==> src/design/ccfp_pkg.sv <==
package ccfp_pkg;

  localparam logic [15:0] CRC_INIT = 16'hFFFF;
  localparam logic [15:0] CRC_POLY = 16'h1021;
  localparam logic [15:0] CRC_MSB  = 16'h8000;

  typedef enum logic [2:0] {
    PH_HUNT   = 3'd0,
    PH_CMD    = 3'd1,
    PH_LEN_LO = 3'd2,
    PH_LEN_HI = 3'd3,
    PH_DATA   = 3'd4,
    PH_CRC_LO = 3'd5,
    PH_CRC_HI = 3'd6
  } ph_t;

  typedef enum logic [1:0] {
    EM_IDLE = 2'd0,
    EM_LOAD = 2'd1,
    EM_HOLD = 2'd2
  } em_t;

  typedef enum logic [0:0] {
    CFG_START_BYTE = 1'b0,
    CFG_GAP_LIMIT  = 1'b1
  } cfg_idx_t;

  // Start request for the payload emitter, raised once per good frame
  typedef struct packed {
    logic       go;
    logic [7:0] cmd;
    logic [6:0] len;
  } emit_req_t;

  // CRC-16/CCITT-FALSE, one byte, MSB first
  function automatic logic [15:0] crc16_byte(logic [15:0] crc_in, logic [7:0] b);
    logic [15:0] c;
    c = crc_in ^ {b, 8'h00};
    for (int k = 0; k < 8; k++) begin
      if ((c & CRC_MSB) != 16'h0000) begin
        c = {c[14:0], 1'b0} ^ CRC_POLY;
      end else begin
        c = {c[14:0], 1'b0};
      end
    end
    return c;
  endfunction

endpackage

==> src/design/ccfp_if.sv <==
interface ccfp_in_if;
  logic        valid;
  logic        ready;
  logic [7:0]  rx_byte;
  logic [31:0] now_ms;

  modport source (output valid, output rx_byte, output now_ms, input ready);
  modport sink   (input valid, input rx_byte, input now_ms, output ready);
endinterface

interface ccfp_out_if;
  logic       valid;
  logic       ready;
  logic [7:0] frame_command;
  logic [6:0] frame_length;
  logic [7:0] data_byte;
  logic       has_data;
  logic       last;

  modport source (output valid, output frame_command, output frame_length,
                  output data_byte, output has_data, output last, input ready);
  modport sink   (input valid, input frame_command, input frame_length,
                  input data_byte, input has_data, input last, output ready);
endinterface

==> src/design/crc_checked_frame_parser_top.sv <==
// Channel  Dir  Handshake     Payload
// in_if    in   valid/ready   rx_byte[7:0], now_ms[31:0]
// out_if   out  valid/ready   frame_command, frame_length, data_byte, has_data, last
// cfg      in   cfg_we        cfg_index (0 start byte, 1 gap limit), cfg_data[31:0]
//
// Each byte is first registered, then parsed and folded into the CRC; no new byte is
// accepted while one is pending. A good frame then blocks input while the payload
// store is drained: each payload byte passes the memory read and the output register,
// held while out_if.ready stays low; a zero-length frame emits just its marker.
// Synchronous active-low reset; the payload store needs no clearing pass.
module crc_checked_frame_parser_top #(
  parameter int MAX_PAYLOAD = 64
) (
  input  logic                clk,
  input  logic                rst_n,
  ccfp_in_if.sink             in_if,
  ccfp_out_if.source          out_if,
  input  logic                cfg_we,
  input  ccfp_pkg::cfg_idx_t  cfg_index,
  input  logic [31:0]         cfg_data
);
  import ccfp_pkg::*;

  localparam int AW = (MAX_PAYLOAD > 1) ? $clog2(MAX_PAYLOAD) : 1;
  localparam int LW = $clog2(MAX_PAYLOAD + 1);

  logic [7:0]  start_byte_r;
  logic [31:0] gap_limit_r;

  logic        pend_r;
  logic [7:0]  byte_r;
  logic [31:0] now_r;
  logic [31:0] last_time_r;

  ph_t         phase_r, phase_nxt, eff_phase;
  logic [7:0]  cmd_r, cmd_nxt;
  logic [7:0]  len_lo_r, len_lo_nxt;
  logic [LW-1:0] len_r, len_nxt;
  logic [LW-1:0] cnt_r, cnt_nxt;
  logic [7:0]  crc_lo_r, crc_lo_nxt;
  logic [15:0] crc_r, crc_nxt;

  logic        timeout;
  logic [15:0] crc_upd;
  logic [15:0] full_len;
  logic [LW:0] cnt_inc;
  logic        wr_en;
  emit_req_t   emit_req;
  logic        emit_busy;

  assign in_if.ready = !pend_r && !emit_busy;

  always_ff @(posedge clk) begin
    if (!rst_n) begin
      start_byte_r <= 8'd0;
      gap_limit_r  <= 32'd100;
    end else if (cfg_we) begin
      unique case (cfg_index)
        CFG_START_BYTE: start_byte_r <= cfg_data[7:0];
        CFG_GAP_LIMIT:  gap_limit_r  <= cfg_data;
      endcase
    end
  end

  assign timeout   = (phase_r != PH_HUNT) && (32'(now_r - last_time_r) > gap_limit_r);
  assign eff_phase = timeout ? PH_HUNT : phase_r;
  assign crc_upd   = crc16_byte((eff_phase == PH_CMD) ? CRC_INIT : crc_r, byte_r);
  assign full_len  = {byte_r, len_lo_r};
  assign cnt_inc   = (LW + 1)'(cnt_r) + 1'b1;

  always_comb begin
    phase_nxt    = phase_r;
    cmd_nxt      = cmd_r;
    len_lo_nxt   = len_lo_r;
    len_nxt      = len_r;
    cnt_nxt      = cnt_r;
    crc_lo_nxt   = crc_lo_r;
    crc_nxt      = crc_r;
    wr_en        = 1'b0;
    emit_req.go  = 1'b0;
    emit_req.cmd = cmd_r;
    emit_req.len = 7'(len_r);
    if (pend_r) begin
      unique case (eff_phase)
        PH_HUNT: begin
          phase_nxt = (byte_r == start_byte_r) ? PH_CMD : PH_HUNT;
        end
        PH_CMD: begin
          cmd_nxt   = byte_r;
          crc_nxt   = crc_upd;
          phase_nxt = PH_LEN_LO;
        end
        PH_LEN_LO: begin
          len_lo_nxt = byte_r;
          crc_nxt    = crc_upd;
          phase_nxt  = PH_LEN_HI;
        end
        PH_LEN_HI: begin
          crc_nxt = crc_upd;
          cnt_nxt = '0;
          len_nxt = LW'(full_len);
          if (full_len > 16'(MAX_PAYLOAD)) begin
            phase_nxt = PH_HUNT;
          end else if (full_len == 16'd0) begin
            phase_nxt = PH_CRC_LO;
          end else begin
            phase_nxt = PH_DATA;
          end
        end
        PH_DATA: begin
          wr_en   = 1'b1;
          crc_nxt = crc_upd;
          cnt_nxt = LW'(cnt_inc);
          if (cnt_inc >= (LW + 1)'(len_r)) begin
            phase_nxt = PH_CRC_LO;
          end
        end
        PH_CRC_LO: begin
          crc_lo_nxt = byte_r;
          phase_nxt  = PH_CRC_HI;
        end
        PH_CRC_HI: begin
          emit_req.go = ({byte_r, crc_lo_r} == crc_r);
          phase_nxt   = PH_HUNT;
        end
        default: begin
          phase_nxt = (byte_r == start_byte_r) ? PH_CMD : PH_HUNT;
        end
      endcase
    end
  end

  always_ff @(posedge clk) begin
    if (!rst_n) begin
      phase_r     <= PH_HUNT;
      pend_r      <= 1'b0;
      last_time_r <= 32'd0;
    end else begin
      phase_r <= phase_nxt;
      if (in_if.valid && in_if.ready) begin
        pend_r <= 1'b1;
      end else begin
        pend_r <= 1'b0;
      end
      if (pend_r) begin
        last_time_r <= now_r;
      end
    end
    if (in_if.valid && in_if.ready) begin
      byte_r <= in_if.rx_byte;
      now_r  <= in_if.now_ms;
    end
    cmd_r    <= cmd_nxt;
    len_lo_r <= len_lo_nxt;
    len_r    <= len_nxt;
    cnt_r    <= cnt_nxt;
    crc_lo_r <= crc_lo_nxt;
    crc_r    <= crc_nxt;
  end

  ccfp_emit #(
    .MAX_PAYLOAD (MAX_PAYLOAD),
    .AW          (AW)
  ) u_emit (
    .clk     (clk),
    .rst_n   (rst_n),
    .wr_en   (wr_en),
    .wr_addr (cnt_r[AW-1:0]),
    .wr_data (byte_r),
    .req     (emit_req),
    .busy    (emit_busy),
    .out_if  (out_if)
  );

`ifndef SYNTH
  a_no_input_while_draining: assert property (@(posedge clk) disable iff (!rst_n)
    emit_busy |-> !in_if.ready)
    else $error("input accepted while payload drains");

  a_output_only_when_draining: assert property (@(posedge clk) disable iff (!rst_n)
    out_if.valid |-> emit_busy)
    else $error("result shown with emitter idle");

  a_go_from_crc_phase: assert property (@(posedge clk) disable iff (!rst_n)
    emit_req.go |-> (pend_r && phase_r == PH_CRC_HI && !emit_busy))
    else $error("emit started outside the CRC check");

  a_write_in_range: assert property (@(posedge clk) disable iff (!rst_n)
    wr_en |-> (cnt_r < len_r))
    else $error("payload write beyond frame length");
`endif

endmodule

==> src/design/ccfp_emit.sv <==
module ccfp_emit #(
  parameter int MAX_PAYLOAD = 64,
  parameter int AW          = 6
) (
  input  logic                 clk,
  input  logic                 rst_n,
  input  logic                 wr_en,
  input  logic [AW-1:0]        wr_addr,
  input  logic [7:0]           wr_data,
  input  ccfp_pkg::emit_req_t  req,
  output logic                 busy,
  ccfp_out_if.source           out_if
);
  import ccfp_pkg::*;

  logic [7:0] pay_mem [MAX_PAYLOAD];
  logic [7:0] rd_data_r;
  logic [AW-1:0] rd_addr;

  em_t         state_r, state_nxt;
  logic [AW-1:0] idx_r, idx_nxt;
  logic [7:0]  cmd_r, cmd_nxt;
  logic [6:0]  len_r, len_nxt;
  logic        out_valid_r, out_valid_nxt;
  logic [7:0]  out_cmd_r, out_cmd_nxt;
  logic [6:0]  out_len_r, out_len_nxt;
  logic [7:0]  out_data_r, out_data_nxt;
  logic        out_has_r, out_has_nxt;
  logic        out_last_r, out_last_nxt;
  logic        idx_is_last;

  always_ff @(posedge clk) begin
    if (wr_en) begin
      pay_mem[wr_addr] <= wr_data;
    end
    rd_data_r <= pay_mem[rd_addr];
  end

  assign idx_is_last = (8'(idx_r) + 8'd1) == 8'(len_r);

  always_comb begin
    state_nxt     = state_r;
    idx_nxt       = idx_r;
    cmd_nxt       = cmd_r;
    len_nxt       = len_r;
    out_valid_nxt = out_valid_r;
    out_cmd_nxt   = out_cmd_r;
    out_len_nxt   = out_len_r;
    out_data_nxt  = out_data_r;
    out_has_nxt   = out_has_r;
    out_last_nxt  = out_last_r;
    rd_addr       = idx_r;
    unique case (state_r)
      EM_IDLE: begin
        // entry 0 is read every idle cycle so it is ready on the first load
        rd_addr = '0;
        if (req.go) begin
          cmd_nxt = req.cmd;
          len_nxt = req.len;
          idx_nxt = '0;
          if (req.len == 7'd0) begin
            out_valid_nxt = 1'b1;
            out_cmd_nxt   = req.cmd;
            out_len_nxt   = 7'd0;
            out_data_nxt  = 8'd0;
            out_has_nxt   = 1'b0;
            out_last_nxt  = 1'b1;
            state_nxt     = EM_HOLD;
          end else begin
            state_nxt = EM_LOAD;
          end
        end
      end
      EM_LOAD: begin
        out_valid_nxt = 1'b1;
        out_cmd_nxt   = cmd_r;
        out_len_nxt   = len_r;
        out_data_nxt  = rd_data_r;
        out_has_nxt   = 1'b1;
        out_last_nxt  = idx_is_last;
        state_nxt     = EM_HOLD;
      end
      EM_HOLD: begin
        // prefetch the next entry while the transaction waits
        rd_addr = out_last_r ? idx_r : AW'(idx_r + 1'b1);
        if (out_if.ready) begin
          out_valid_nxt = 1'b0;
          if (out_last_r) begin
            state_nxt = EM_IDLE;
          end else begin
            idx_nxt   = AW'(idx_r + 1'b1);
            state_nxt = EM_LOAD;
          end
        end
      end
      default: begin
        out_valid_nxt = 1'b0;
        state_nxt     = EM_IDLE;
      end
    endcase
  end

  always_ff @(posedge clk) begin
    if (!rst_n) begin
      state_r     <= EM_IDLE;
      out_valid_r <= 1'b0;
    end else begin
      state_r     <= state_nxt;
      out_valid_r <= out_valid_nxt;
    end
    idx_r      <= idx_nxt;
    cmd_r      <= cmd_nxt;
    len_r      <= len_nxt;
    out_cmd_r  <= out_cmd_nxt;
    out_len_r  <= out_len_nxt;
    out_data_r <= out_data_nxt;
    out_has_r  <= out_has_nxt;
    out_last_r <= out_last_nxt;
  end

  assign busy                 = state_r != EM_IDLE;
  assign out_if.valid         = out_valid_r;
  assign out_if.frame_command = out_cmd_r;
  assign out_if.frame_length  = out_len_r;
  assign out_if.data_byte     = out_data_r;
  assign out_if.has_data      = out_has_r;
  assign out_if.last          = out_last_r;

endmodule
==> src/flat_wrapper.sv <==
// flat-port wrapper written by rule: the top's interface ports become plain ports
module crc_checked_frame_parser_top_flat import ccfp_pkg::*;
#(
  parameter int MAX_PAYLOAD = 64
)
  (clk, rst_n, cfg_we, cfg_index, cfg_data, in_if_valid, in_if_rx_byte, in_if_now_ms, in_if_ready, out_if_valid, out_if_frame_command, out_if_frame_length, out_if_data_byte, out_if_has_data, out_if_last, out_if_ready);
  ccfp_in_if in_if_i ();
  ccfp_out_if out_if_i ();
  input  logic clk;
  input  logic rst_n;
  input  logic cfg_we;
  input  ccfp_pkg::cfg_idx_t cfg_index;
  input  logic [31:0] cfg_data;
  input wire logic [$bits(in_if_i.valid)-1:0] in_if_valid;
  input wire logic [$bits(in_if_i.rx_byte)-1:0] in_if_rx_byte;
  input wire logic [$bits(in_if_i.now_ms)-1:0] in_if_now_ms;
  output wire logic [$bits(in_if_i.ready)-1:0] in_if_ready;
  output wire logic [$bits(out_if_i.valid)-1:0] out_if_valid;
  output wire logic [$bits(out_if_i.frame_command)-1:0] out_if_frame_command;
  output wire logic [$bits(out_if_i.frame_length)-1:0] out_if_frame_length;
  output wire logic [$bits(out_if_i.data_byte)-1:0] out_if_data_byte;
  output wire logic [$bits(out_if_i.has_data)-1:0] out_if_has_data;
  output wire logic [$bits(out_if_i.last)-1:0] out_if_last;
  input wire logic [$bits(out_if_i.ready)-1:0] out_if_ready;
  assign in_if_i.valid = in_if_valid;
  assign in_if_i.rx_byte = in_if_rx_byte;
  assign in_if_i.now_ms = in_if_now_ms;
  assign in_if_ready = in_if_i.ready;
  assign out_if_valid = out_if_i.valid;
  assign out_if_frame_command = out_if_i.frame_command;
  assign out_if_frame_length = out_if_i.frame_length;
  assign out_if_data_byte = out_if_i.data_byte;
  assign out_if_has_data = out_if_i.has_data;
  assign out_if_last = out_if_i.last;
  assign out_if_i.ready = out_if_ready;
  crc_checked_frame_parser_top #(.MAX_PAYLOAD(MAX_PAYLOAD)) u_core (.clk(clk), .rst_n(rst_n), .in_if(in_if_i), .out_if(out_if_i), .cfg_we(cfg_we), .cfg_index(cfg_index), .cfg_data(cfg_data));
endmodule
==> config.mk <==
export PLATFORM = sky130hd
export DESIGN_NAME = crc_checked_frame_parser_top_flat
export DESIGN_NICKNAME = d
export VERILOG_FILES = /design/src/design/ccfp_pkg.sv /design/src/design/ccfp_if.sv /design/src/design/crc_checked_frame_parser_top.sv /design/src/design/ccfp_emit.sv /design/src/flat_wrapper.sv
export SDC_FILE = /design/constraint.sdc
export NUM_CORES = 1
export LEC_CHECK = 0
export ABC_AREA = 0
export BUFFER_PORTS_ARGS = -buffer_cell sky130_fd_sc_hd__clkbuf_2
export CAP_MARGIN = 30
export CELL_PAD_IN_SITES_DETAIL_PLACEMENT = 2
export CELL_PAD_IN_SITES_GLOBAL_PLACEMENT = 2
export CORE_ASPECT_RATIO = 1.75
export CORE_MARGIN = 1.5
export CORE_UTILIZATION = 41
export DETAILED_ROUTE_END_ITERATION = 7
export PLACE_DENSITY = 0.85
export SETUP_SLACK_MARGIN = 0.1
export SLEW_MARGIN = 20
export SYNTH_ARGS = -nofsm -noshare
export SYNTH_HDL_FRONTEND = slang
export SYNTH_HIERARCHICAL = 1
export SYNTH_SLANG_ARGS = --single-unit
==> constraint.sdc <==
create_clock -name clk -period 8.3 [get_ports clk]
set_clock_uncertainty 0.15 [all_clocks]
set_input_delay 1.245 -clock clk [delete_from_list [all_inputs] [get_ports clk]]
set_output_delay 1.245 -clock clk [all_outputs]
set_load 0.1 [all_outputs]
======== Word-level counts from Yosys, hierarchy flattened ========
Memory sizes are Yosys's and may differ from the RTL's. A register that Yosys moved wholly into a read port is not among the register bits.
Cells that the tools add are included.
storage, ports and cells
  register bits after elaboration ......... 219
  RAM bits ................................ 512
  bits of input ports ..................... 78
  output and inout port bits .............. 27
  memories ................................ 1
memories
  memory                 depth  bits a word  rd ports  clocked after memory_dff  wr ports  line             RTL
  u_core.u_emit.pay_mem  64     8            1         1                         1         ccfp_emit.sv:16  logic [7:0] pay_mem [MAX_PAYLOAD];
cells by class
  $add $sub $neg .......................... 4
  $lt $le $gt $ge ......................... 3
  eq/ne operators ......................... 15
  multiplexer cells ....................... 50
  bitwise logic cells ..................... 10
  reductions and logical operators ........ 28
operator list
  kind                   number
  $mux W13               8
  $gt A32 B32 Y1         1
  $mux W8                4
  $pmux W8 S2            2
  $sub A32 B32 Y32       1
  $pmux W7 S2            2
  $not A3 Y3             8
  $pmux W6 S2            2
  $reduce_and A2 Y1      11
  $mux W6                3
  $pmux W3 S6            1
  $eq A16 B16 Y1         1
  $gt A16 B7 Y1 const B  1
  $logic_not A16 Y1      1
  $mux W16               1
  $xor A16 B16 Y16       1
  $mux W1                15
  $mux W7                2
  $eq A3 B3 Y1 const B   3
  $mux W3                3
  $reduce_and A3 Y1      3
  $add A7 B1 Y8 const B  1
  $eq A8 B8 Y1           1
  $ge A8 B7 Y1           1
  other kinds (21)       33

======== Logic depth before layout (Yosys ltp) ========
Gate-level depths: netlist of the first run.
  depth in word-level cells ............... 23
  mapped depth ............................ 25

======== Cells and area by module ========
The synthesis of the first run kept the hierarchy.
modules (own cells, without submodules)
  module                        times used  cells an instance  area an instance (sq um)  sequential area each (sq um)
  ccfp_emit                     1           1626               23004.6                   16976.3
  crc_checked_frame_parser_top  1           897                9267.6                    4344.2

======== Worst setup path before layout of the first run ========
Ideal clock, no wire load.
  kind .................................... reg2reg
  start point ............................. reg u_core.now_r[0]
  end point ............................... reg u_core.u_emit.out_data_r[0] (netlist: u_core/u_emit/out_if.data_byte[0]), enable pin
  data arrival time ....................... 5.669 ns
  data required time ...................... 7.740 ns
  path slack .............................. 2.071 ns
  cell stages (with the launch flop) ...... 24
  buffers on the path ..................... 0
  period minus slack after synthesis ...... 6.229 ns
  cells stage by stage .................... edfxtp_1 > inv_1 > ha_1 > inv_1 > fa_1 > a211oi_1 > o21ai_1 > o21ai_1 > o21ai_2 > a221o_1 > o31a_1 > o2bb2ai_1 > o41ai_2 > xnor2_1 > ha_1 > nand4_1 > nor4_1 > a21o_1 > a211o_1 > a2111oi_4 > o21ai_0 > nor3_1 > a21oi_1 > nor2_1
RTL lines
  what                    line                                 RTL
  from (decl)             crc_checked_frame_parser_top.sv:32   logic [31:0] now_r;
  from (signal assigned)  crc_checked_frame_parser_top.sv:151  now_r <= in_if.now_ms;
  to (signal assigned)    ccfp_emit.sv:116                     out_data_r <= out_data_nxt;
  to (decl)               ccfp_emit.sv:27                      logic [7:0] out_data_r, out_data_nxt;

======== Worst setup path in the final report of the first run ========
  start point ............................. reg u_core.now_r[0]
  end point ............................... mem u_core.u_emit.pay_mem[14][3], enable pin
between the ends
  longest elaborated chain between the ends .. 9
RTL lines
  what                           line                                RTL
  $sub A32 B32 Y32               crc_checked_frame_parser_top.sv:65  assign timeout = (phase_r != PH_HUNT) && (32'(now_r - last_time_r) > gap_limit_r);
  $gt A32 B32 Y1                 crc_checked_frame_parser_top.sv:65
  $logic_and A1 B1 Y1            crc_checked_frame_parser_top.sv:65
  $mux W3                        crc_checked_frame_parser_top.sv:66  assign eff_phase = timeout ? PH_HUNT : phase_r;
  $eq A3 B3 Y1                   crc_checked_frame_parser_top.sv:84  unique case (eff_phase)
  $mux W1                        crc_checked_frame_parser_top.sv:84
  $mux W1                        crc_checked_frame_parser_top.sv:83  if (pend_r) begin
  via u_core.wr_en               crc_checked_frame_parser_top.sv:47  logic wr_en;
  $mux W1                        ccfp_emit.sv:33                     if (wr_en) begin
  $mux W1 (not written as such)  ccfp_emit.sv:34                     pay_mem[wr_addr] <= wr_data;
  to (decl)                      ccfp_emit.sv:16
The timed path passes the listed nets, and every way through them passes these cells.

==> impl_metrics.tcl, run 1 <==
set metrics [dict create \
    status "completed" \
    clkSinkCount 739 \
    synth_edf_count 652 \
    dp_cells 3576 \
    route.detailed.drc 0 \
    gr-total-overflow 0 \
    path_class "reg -> reg" \
    netSwitchingFraction_pct 22.9 \
    reg2reg_slack_ns 0.21 \
    drive_gt1_share_pct 12.1 \
    synthCells 2523 \
    tritoncts "done" \
    cp_max_fo 10 \
    synth_xor_area_share_pct 2.99 \
    holdPathEnd "u_core/u_emit/cmd_r[2]$_DFFE_PP_" \
    crit_family "simple AND/OR/NAND/NOR gates" \
    required_ns 8.43 \
    slew_headroom_pct 25.1 \
    worst_pin_slew_ns 1.12 \
    met3_usage_pct 3.55 \
    numCtsBuffers 70 \
    yosysTopAreaCellShare_pct 60.7 \
    cts_buffer_depth 3 \
    setup_violations 0 \
    drtPass1Iterations 5 \
    fin_crit_sh_pct 97.5 \
    dpl.hpwl_mm 75.4 \
    track_usage_pct 28.2 \
    switchingPower_mw 1.80 \
    antenna_found_initial 1 \
    p_clk_share_pct 41.8 \
    grt_pass1_vias 24600 \
    cp_num_buf_inv 2 \
    p_comb_share_pct 6.2 \
    grt.busiest_layer "met2" \
    ant_nets 0 \
    synth-simple-area-share_pct 12.7 \
    route.final.wire_length_mm 113 \
    worstSkewPairLatency_ns 0.63 \
    ys_types 83 \
    rsz0062_at_grt "yes" \
    p_int_mw 6.07 \
    cts-root-buf "clkbuf_16" \
    post-cts-setup-buffers 0 \
    cp-end-kind "flip-flop" \
    p_per_area_nw_per_um2 217 \
    slowest_stage "nor2_1" \
    setup_ws_ns 0.210 \
    finalWeightedCongestion 0.905 \
    hold_ws_ns 0.306 \
    period_needed_ns 8.09 \
    finalNetCount 2765 \
    whs_path_depth 0 \
    grt_pass1_wl_mm 166 \
    async_flop_share_pct 0 \
    synthTopCellsByArea "edfxtp_1 61%, dfxtp_1 5.4%, nand2_1 4.6%" \
    synthMuxAreaShare_pct 4.49 \
    syn_avg_cell_area_um2 12.8 \
    core_area_um2 78300 \
    p_total_mw 7.87 \
    arrival_ns 8.22 \
    critPathLaunchType "flip-flop" \
    clkTransAtPathRegs_ns 0.06 \
    mostFrequentLayoutCell "edfxtp_1" \
    vias_per_cell 5.91 \
    num_antenna_cells 0 \
    pwr-share-seq_pct 52.0 \
    instances_no_fill 3706 \
    rr_worst_depth 25 \
    leakagePower_nw 12.7 \
    cts_resized 0 \
    grt_start_max_net_pins 124 \
    vias 21900 \
    io_pins 105 \
    synth_top_family_by_area "simple AND/OR/NAND/NOR gates" \
    cp.depth 25 \
    hold_viol 0 \
    die_w_um 215 \
    drtIter0Drc 1691 \
    irDropWorstVdd_uv 150 \
    grt_util_met2_pct 53.9 \
    synth_top_area_cell "edfxtp_1" \
    ys_warn_count 6 \
    hp-class "reg -> reg" \
    drv_cap 0 \
    ys_seq_area_share_pct 66.1 \
    clock.fmax_mhz 124 \
    globalRouteMet1Util_pct 28.6 \
    synth_seq_cells 739 \
    slew_viol_final 0 \
    slowest_delay_ns 0.87 \
    synth_compound_area_share_pct 8.01 \
    fp-row-count 136 \
    ctsHoldBuffers 0 \
    areaGrowthSynthToFinish_pct 12.3 \
    synth_fp_nets 2674 \
    holdCritStartpoint "u_core/cmd_r[2]$_DFFE_PP_" \
    numPortBuffers 104 \
    initial_core_util_pct 41.2 \
    synthAdderAreaFrac_pct 2.85 \
    synth-main-ff-cell "edfxtp_1" \
    dieArea_um2 80500 \
    layout_common_cells "652 x edfxtp_1, 393 x nand2_1, 133 x nor2_1" \
    synthesis.area_um2 32300 \
    r2r_start "u_core/now_r[0]$_DFFE_PP_" \
    h-tree-depth 3 \
    die_h_um 374 \
    r2r-end "u_core/u_emit/pay_mem[14][3]$_DFFE_PP_" \
    pre_cts_slack_ns 0.487 \
    routedWlPerCell_um 30.5 \
]
worst max-delay path by stage:
stage | start | slack [ns] | end
after global placement | u_core/now_r[0]$_DFFE_PP_ | 0.91 | u_core/u_emit/pay_mem[24][4]$_DFFE_PP_
after detailed placement | u_core/now_r[0]$_DFFE_PP_ | 0.49 | u_core/u_emit/pay_mem[38][4]$_DFFE_PP_
final | u_core/now_r[0]$_DFFE_PP_ | 0.21 | u_core/u_emit/pay_mem[14][3]$_DFFE_PP_
after global routing | u_core/now_r[0]$_DFFE_PP_ | -0.04 | u_core/u_emit/pay_mem[14][3]$_DFFE_PP_
after CTS | u_core/now_r[0]$_DFFE_PP_ | 0.23 | u_core/u_emit/pay_mem[38][1]$_DFFE_PP_
after floorplan | u_core/now_r[0]$_DFFE_PP_ | 2.07 | u_core/u_emit/out_if.data_byte[0]$_SDFFCE_PN0P_
power groups by stage:
stage	logic [mW]	registers, mW	clock network (mW)
floorplan	0.280	4.19	0
CTS	0.493	4.09	3.34
finish	0.486	4.09	3.29
global placement	0.453	4.17	0
detailed placement	0.486	4.17	0
global route	0.532	4.09	3.46
cells in the mapped netlist, types with 24 or more instances:
master	count
a21boi_0	30
and3_1	29
mux2_2	25
o21ai_0	28
buf_2	46
xnor2_1	65
a21oi_1	77
edfxtp_1	652
a21o_1	24
ha_1	72
nor3_1	36
nand3_1	112
dfxtp_1	87
nor2b_1	54
nor2_1	151
inv_1	84
clkbuf_1	64
nand2_1	393
xor2_1	45
mux2i_1	115
and2_1	27
flip-flops by register name, indices dropped and copies added (netlist names), 16 cells and up:
signal                 cells
u_core/now_r              32
u_core/gap_limit_r        32
u_core/u_emit/pay_mem    512
u_core/last_time_r        32
u_core/crc_r              16
metal layers:
metal / wire length (um) / up-vias
met5: 0 / -
met4: 7730 / 0
met3: 5340 / 296
met2: 62200 / 848
met1: 37700 / 11300
li1: - / 9468
metrics by stage:
stage          setup TNS, ns  area [um2]  utilization (%)
6_report                   0       36300             46.3
5_1_grt               -0.438       36300             46.3
4_1_cts                    0       36200             46.2
3_5_place_dp               0       33900             43.3
3_3_place_gp               0       33900             43.2
2_1_floorplan              0       32300                -
cell families (layout without fill, tap and decap cells):
family	after synthesis	count (layout)
XOR/XNOR	110	110
flip-flops	739	739
AO/OA/AOI/OAI	359	359
multiplexers	141	141
buffers and inverters	217	365
adder cells (fa/ha/maj)	73	73
AND/OR/NAND/NOR	884	884
final cells by class:
cell class,instances,area [um2]
well taps,1035,1290
fillers,7735,42000
flip-flops and latches,739,21300
clock inverters,31,312
repair buffers,152,943
multi-input cells,1567,10100
inverters,84,315
clock buffers,98,1960
No activity file was read; power rests on OpenSTA's default activity.
==> inputs of run 2 (changes only) <==
--- a/config.mk
+++ b/config.mk
@@ -8,13 +8,11 @@
 export ABC_AREA = 0
 export BUFFER_PORTS_ARGS = -buffer_cell sky130_fd_sc_hd__clkbuf_2
 export CAP_MARGIN = 30
-export CELL_PAD_IN_SITES_DETAIL_PLACEMENT = 2
-export CELL_PAD_IN_SITES_GLOBAL_PLACEMENT = 2
 export CORE_ASPECT_RATIO = 1.75
 export CORE_MARGIN = 1.5
 export CORE_UTILIZATION = 41
 export DETAILED_ROUTE_END_ITERATION = 7
-export PLACE_DENSITY = 0.85
+export PLACE_DENSITY = 0.67
 export SETUP_SLACK_MARGIN = 0.1
 export SLEW_MARGIN = 20
 export SYNTH_ARGS = -nofsm -noshare
==> impl_metrics.tcl, run 2 (synthesis gave the netlist of run 1 again) <==
set metrics [dict create \
    cp_max_fo 10 \
    tritoncts "done" \
    post-cts-setup-buffers 0 \
    cts-root-buf "clkbuf_16" \
    finalNetCount 2760 \
    p_per_area_nw_per_um2 212 \
    fill_cells 6969 \
    die_h_um 374 \
    clkTransAtPathRegs_ns 0.07 \
    ant_nets 0 \
    ctsHoldBuffers 0 \
    num_antenna_cells 0 \
    drtPass1Iterations 6 \
    hp-class "reg -> reg" \
    reg2reg_slack_ns 0.68 \
    antenna_found_initial 0 \
    vias_per_cell 5.55 \
    setup_ws_ns 0.676 \
    route.final.wire_length_mm 85.0 \
    rsz0062_at_grt "no" \
    fin_crit_sh_pct 91.9 \
    multi_input_area_um2 10100 \
    slew_viol_final 0 \
    path_class "reg -> reg" \
    critPathLaunchType "flip-flop" \
    dpl.hpwl_mm 57.6 \
    slowest_stage "nor2_1" \
    numPortBuffers 104 \
    grt_pass1_vias 20700 \
    track_usage_pct 20.9 \
    cp-end-kind "flip-flop" \
    io_pins 105 \
    layout_common_cells "652 x edfxtp_1, 393 x nand2_1, 150 x nor2_1" \
    areaGrowthSynthToFinish_pct 11.9 \
    drv_cap 0 \
    fp-row-count 136 \
    mostFrequentLayoutCell "edfxtp_1" \
    clkSinkCount 739 \
    cp_num_buf_inv 2 \
    numCtsBuffers 66 \
    routedWlPerCell_um 23.0 \
    fin_setup_tns_ns 0 \
    seq_area_um2 21300 \
    instances_no_fill 3695 \
    crit_family "compound AO/OA/AOI/OAI gates" \
    clock.fmax_mhz 131 \
    cts_resized 0 \
    dp_cells 3572 \
    hold_viol 0 \
    drtIter0Drc 1864 \
    irDropWorstVdd_uv 181 \
    h-tree-depth 3 \
    setup_violations 0 \
    status "completed" \
    dieArea_um2 80500 \
    die_w_um 215 \
    gr-total-overflow 0 \
    required_ns 8.39 \
    leakagePower_nw 12.7 \
    pre_cts_slack_ns 0.876 \
    regMostFlops "u_core/u_emit/pay_mem" \
    slowest_delay_ns 0.75 \
    grt_pass1_wl_mm 126 \
    holdCritStartpoint "u_core/cmd_r[0]$_DFFE_PP_" \
    drive_gt1_share_pct 11.5 \
    grt_start_max_net_pins 113 \
    period_needed_ns 7.62 \
    worstSetupStartpoint "u_core/now_r[0]$_DFFE_PP_" \
    worst_pin_slew_ns 0.977 \
    r2r_start "u_core/now_r[0]$_DFFE_PP_" \
    initial_core_util_pct 41.2 \
    route.detailed.drc 0 \
    vias 20500 \
    finalWeightedCongestion 0.930 \
    arrival_ns 7.71 \
    largest_register_ffs 512 \
    worstSkewPairLatency_ns 0.61 \
    core_area_um2 78300 \
    cts_buffer_depth 3 \
    slew_headroom_pct 34.6 \
]
run 2: layout make-up:
| cell class | instances | share of cell area (%) |
|---|---|---|
| sequential | 739 | 59.1 |
| clock inverter | 36 | 1.11 |
| clock buffer | 83 | 4.95 |
| tap | 1035 | 3.59 |
| inverter | 84 | 0.873 |
| timing repair buffer | 151 | 2.55 |
| multi-input combinational | 1567 | 27.9 |
run 2: worst paths after layout:
path / end / cells after the start
min reg2reg: u_core/u_emit/cmd_r[0]$_DFFE_PP_ / 0
max reg2reg: u_core/u_emit/pay_mem[38][0]$_DFFE_PP_ / 25
max: u_core/u_emit/pay_mem[38][0]$_DFFE_PP_ / 25
min: u_core/u_emit/cmd_r[0]$_DFFE_PP_ / 0
run 2: worst register-to-register path: cells and delay by family (launching register included):
family                     cells  cell delay (ns)
DFF                            1             0.39
adders and majority gates      3             0.85
AOI/OAI and AO/OA             11             2.86
xor gates and xnor gates       1             0.16
buffers and inverters          2             0.13
and+or+nand+nor                8             2.72
run 2: per-stage QoR:
stage | instance area (um2) | utilization, % | hold WS, ns | total power, mW
detailed placement | 33900 | 43.3 | 0.293 | 4.63
CTS | 36100 | 46.1 | 0.306 | 7.71
finish | 36100 | 46.1 | 0.301 | 7.65
floorplan | 32300 | - | 0.272 | 4.47
global route | 36100 | 46.1 | 0.318 | 7.89
global placement | 33800 | 43.2 | 0.284 | 4.62
run 2: metal layers:
layer	global-route usage (%)	vias to the layer above	wire length [um]
li1	-	9434	-
met1	21.4	10000	28800
met2	38.8	791	45600
met3	2.61	249	4260
met4	15.1	0	6370
met5	0	-	0
run 2: report_power, final:
| group | total, mW | internal [mW] | switching, mW |
|---|---|---|---|
| Clock | 3.11 | 1.74 | 1.37 |
| Combinational | 0.457 | 0.172 | 0.285 |
| Sequential | 4.09 | 4.07 | 0.0152 |
==> inputs of run 3 (changes only) <==
--- a/config.mk
+++ b/config.mk
@@ -5,14 +5,14 @@
 export SDC_FILE = /design/constraint.sdc
 export NUM_CORES = 1
 export LEC_CHECK = 0
-export ABC_AREA = 0
+export ABC_AREA = 1
 export BUFFER_PORTS_ARGS = -buffer_cell sky130_fd_sc_hd__clkbuf_2
-export CAP_MARGIN = 30
+export CAP_MARGIN = 20
 export CORE_ASPECT_RATIO = 1.75
 export CORE_MARGIN = 1.5
 export CORE_UTILIZATION = 41
 export DETAILED_ROUTE_END_ITERATION = 7
-export PLACE_DENSITY = 0.67
+export PLACE_DENSITY = 0.69
 export SETUP_SLACK_MARGIN = 0.1
 export SLEW_MARGIN = 20
 export SYNTH_ARGS = -nofsm -noshare
==> constraint.sdc (replaced) <==
create_clock -name clk -period 7 [get_ports clk]
set_clock_uncertainty 0.15 [all_clocks]
set_input_delay 1.05 -clock clk [delete_from_list [all_inputs] [get_ports clk]]
set_output_delay 1.05 -clock clk [all_outputs]
set_load 0.1 [all_outputs]
==> impl_metrics.tcl, run 3 <==
set metrics [dict create \
    status "completed" \
    synthCells 3310 \
    finalWeightedCongestion 0.940 \
    synth_seq_cells 739 \
    h-tree-depth 3 \
    worst_pin_slew_ns 1.05 \
    clkTransAtPathRegs_ns 0.07 \
    synth_top_area_cell "edfxtp_1" \
    initial_core_util_pct 41.5 \
    vias 24100 \
    grt_pass1_wl_mm 135 \
    fin_setup_tns_ns 0 \
    yosysTopAreaCellShare_pct 57.4 \
    cp_max_fo 9 \
    mostFrequentLayoutCell "edfxtp_1" \
    synth_edf_count 652 \
    worstSkewPairLatency_ns 0.64 \
    design_area_um2 38100 \
    critPathLaunchType "flip-flop" \
    rsz0062_at_grt "yes" \
    routedWlPerCell_um 20.1 \
    largest_register_ffs 512 \
    pre_cts_slack_ns 0.294 \
    vias_per_cell 5.37 \
    slowest_stage "nor2_1" \
    num_antenna_cells 0 \
    synth_common_cells "652 x edfxtp_1, 584 x nand3_1, 567 x nand2_1, 451 x inv_1, 156 x nand3b_1" \
    slew_viol_final 0 \
    slew_headroom_pct 30.0 \
    period_needed_ns 6.68 \
    ys_seq_area_share_pct 62.5 \
    grt_pass1_vias 23800 \
    hold_viol 0 \
    regMostFlops "u_core/u_emit/pay_mem" \
    setup_ws_ns 0.321 \
    fp-row-count 139 \
    synth-main-ff-cell "edfxtp_1" \
    hp-class "reg -> reg" \
    clkSinkCount 739 \
    arrival_ns 6.79 \
    numPortBuffers 104 \
    synthTopCellsByArea "edfxtp_1 57%, nand3_1 8.6%, nand2_1 6.2%" \
    track_usage_pct 20.9 \
    ant_nets 0 \
    gr-total-overflow 0 \
    antenna_found_initial 0 \
    p_per_area_nw_per_um2 248 \
    die_h_um 385 \
    synth_fp_nets 3461 \
    crit_chain "ha_1 -> nand3_1 -> nand2_1 -> a21boi_0 -> buf_4 -> o21ai_1 -> a21oi_1 -> o21ai_0 -> xor2_1 -> ha_1 -> nand4_1 -> nor3_1 -> a21oi_2 -> nand2_4 -> nand3_1 -> nor2_1 -> nand4_1 -> nor2_1" \
    path_class "reg -> reg" \
    async_flop_share_pct 0 \
    fin_crit_sh_pct 95.4 \
    drive_gt1_share_pct 9.16 \
    ys_warn_count 6 \
    irDropWorstVdd_uv 213 \
    syn_avg_cell_area_um2 10.3 \
    dpl.hpwl_mm 57.3 \
    io_pins 105 \
    whs_path_depth 0 \
    numCtsBuffers 68 \
    rr_worst_depth 18 \
    setup_violations 0 \
    cts_buffer_depth 3 \
    cp-end-kind "flip-flop" \
    finalNetCount 3522 \
    layout_common_cells "652 x edfxtp_1, 584 x nand3_1, 564 x nand2_1" \
    drtPass1Iterations 6 \
    route.detailed.drc 0 \
    drv_cap 0 \
    areaGrowthSynthToFinish_pct 11.6 \
    slowest_delay_ns 0.88 \
    required_ns 7.11 \
    route.final.wire_length_mm 89.9 \
    synthesis.area_um2 34100 \
    clock.fmax_mhz 150 \
    core_area_um2 82300 \
    leakagePower_nw 14.9 \
    tritoncts "done" \
    dieArea_um2 85000 \
    dpl_cell_area_um2 35600 \
    synth.most_common_cell "edfxtp_1" \
    ys_types 50 \
    drtIter0Drc 1911 \
    die_w_um 221 \
    grt_start_max_net_pins 141 \
    cts-root-buf "clkbuf_16" \
]
-- run 3: cell count changes after synthesis, moves of 54 or more --
cell / delta
nand3_1: +472
inv_1: +367
nand2_1: +174
nand3b_1: +154
mux2i_1: -115
o21ai_0: +69
nor2b_1: -54
-- run 3: per-layer routing --
metal	vias to the layer above	GRT usage [%]	part of all wire (%)
met5	-	0	0
met2	959	39.3	53
met1	11400	21.2	35
li1	11400	-	-
met3	283	2.73	5.4
met4	0	15.6	6.9
-- run 3: logic make-up (layout without fill, tap and decap cells) --
family,Yosys count,in the layout,share of synthesized area (%)
simple gates,1539,1539,21.5
flops,739,739,62.5
buf+inv,626,743,7.40
compound gates,269,269,4.23
fa+ha+maj,73,73,2.70
xor+xnor,64,64,1.72
-- run 3: power by group --
group,switching [mW],internal (mW)
Sequential,0.0227,4.84
Combinational,0.384,0.193
Clock,1.65,2.35
-- run 3: worst max-delay path: cells and delay by family, from the launching register on --
kind	cells	cell delay, ns
simple gates	9	3.36
compound gates	5	1.37
buf+inv	1	0.15
xor+xnor	1	0.14
flops	1	0.38
fa+ha+maj	2	0.72
-- run 3: final cells by class --
cell class              instances  area (um2)
clock buffers                  83        1850
clock inverters                43         548
repair buffers                161         998
well taps                    1057        1320
flip-flops and latches        739       21300
inverters                     456        1710
fillers                      7488       44200
multi-input cells            1945       10300
-- run 3: worst paths after layout --
check                               startpoint                                endpoint  slack (ns)
setup reg to reg     u_core/now_r[2]$_DFFE_PP_  u_core/u_emit/pay_mem[45][6]$_DFFE_PP_        0.32
hold reg to reg   u_core/len_lo_r[4]$_DFFE_PP_               u_core/len_r[4]$_DFFE_PP_        0.29
setup / recovery     u_core/now_r[2]$_DFFE_PP_  u_core/u_emit/pay_mem[45][6]$_DFFE_PP_        0.32
hold / removal    u_core/len_lo_r[4]$_DFFE_PP_               u_core/len_r[4]$_DFFE_PP_        0.29
-- run 3: what timing repair did --
action	CTS	global route
resized for setup	0	8
setup buffers	0	5
hold buffers	0	0
setup endpoints to repair	0	120
-- run 3: through the flow --
stage	util, %	total power, mW	instances	hold WS (ns)
after global routing	46.3	9.72	4484	0.313
after detailed placement	43.3	5.52	4353	0.276
final	46.3	9.43	4484	0.290
after CTS	46.2	9.50	4479	0.298
after floorplan	-	5.33	3310	0.267
after global placement	43.3	5.52	4353	0.272
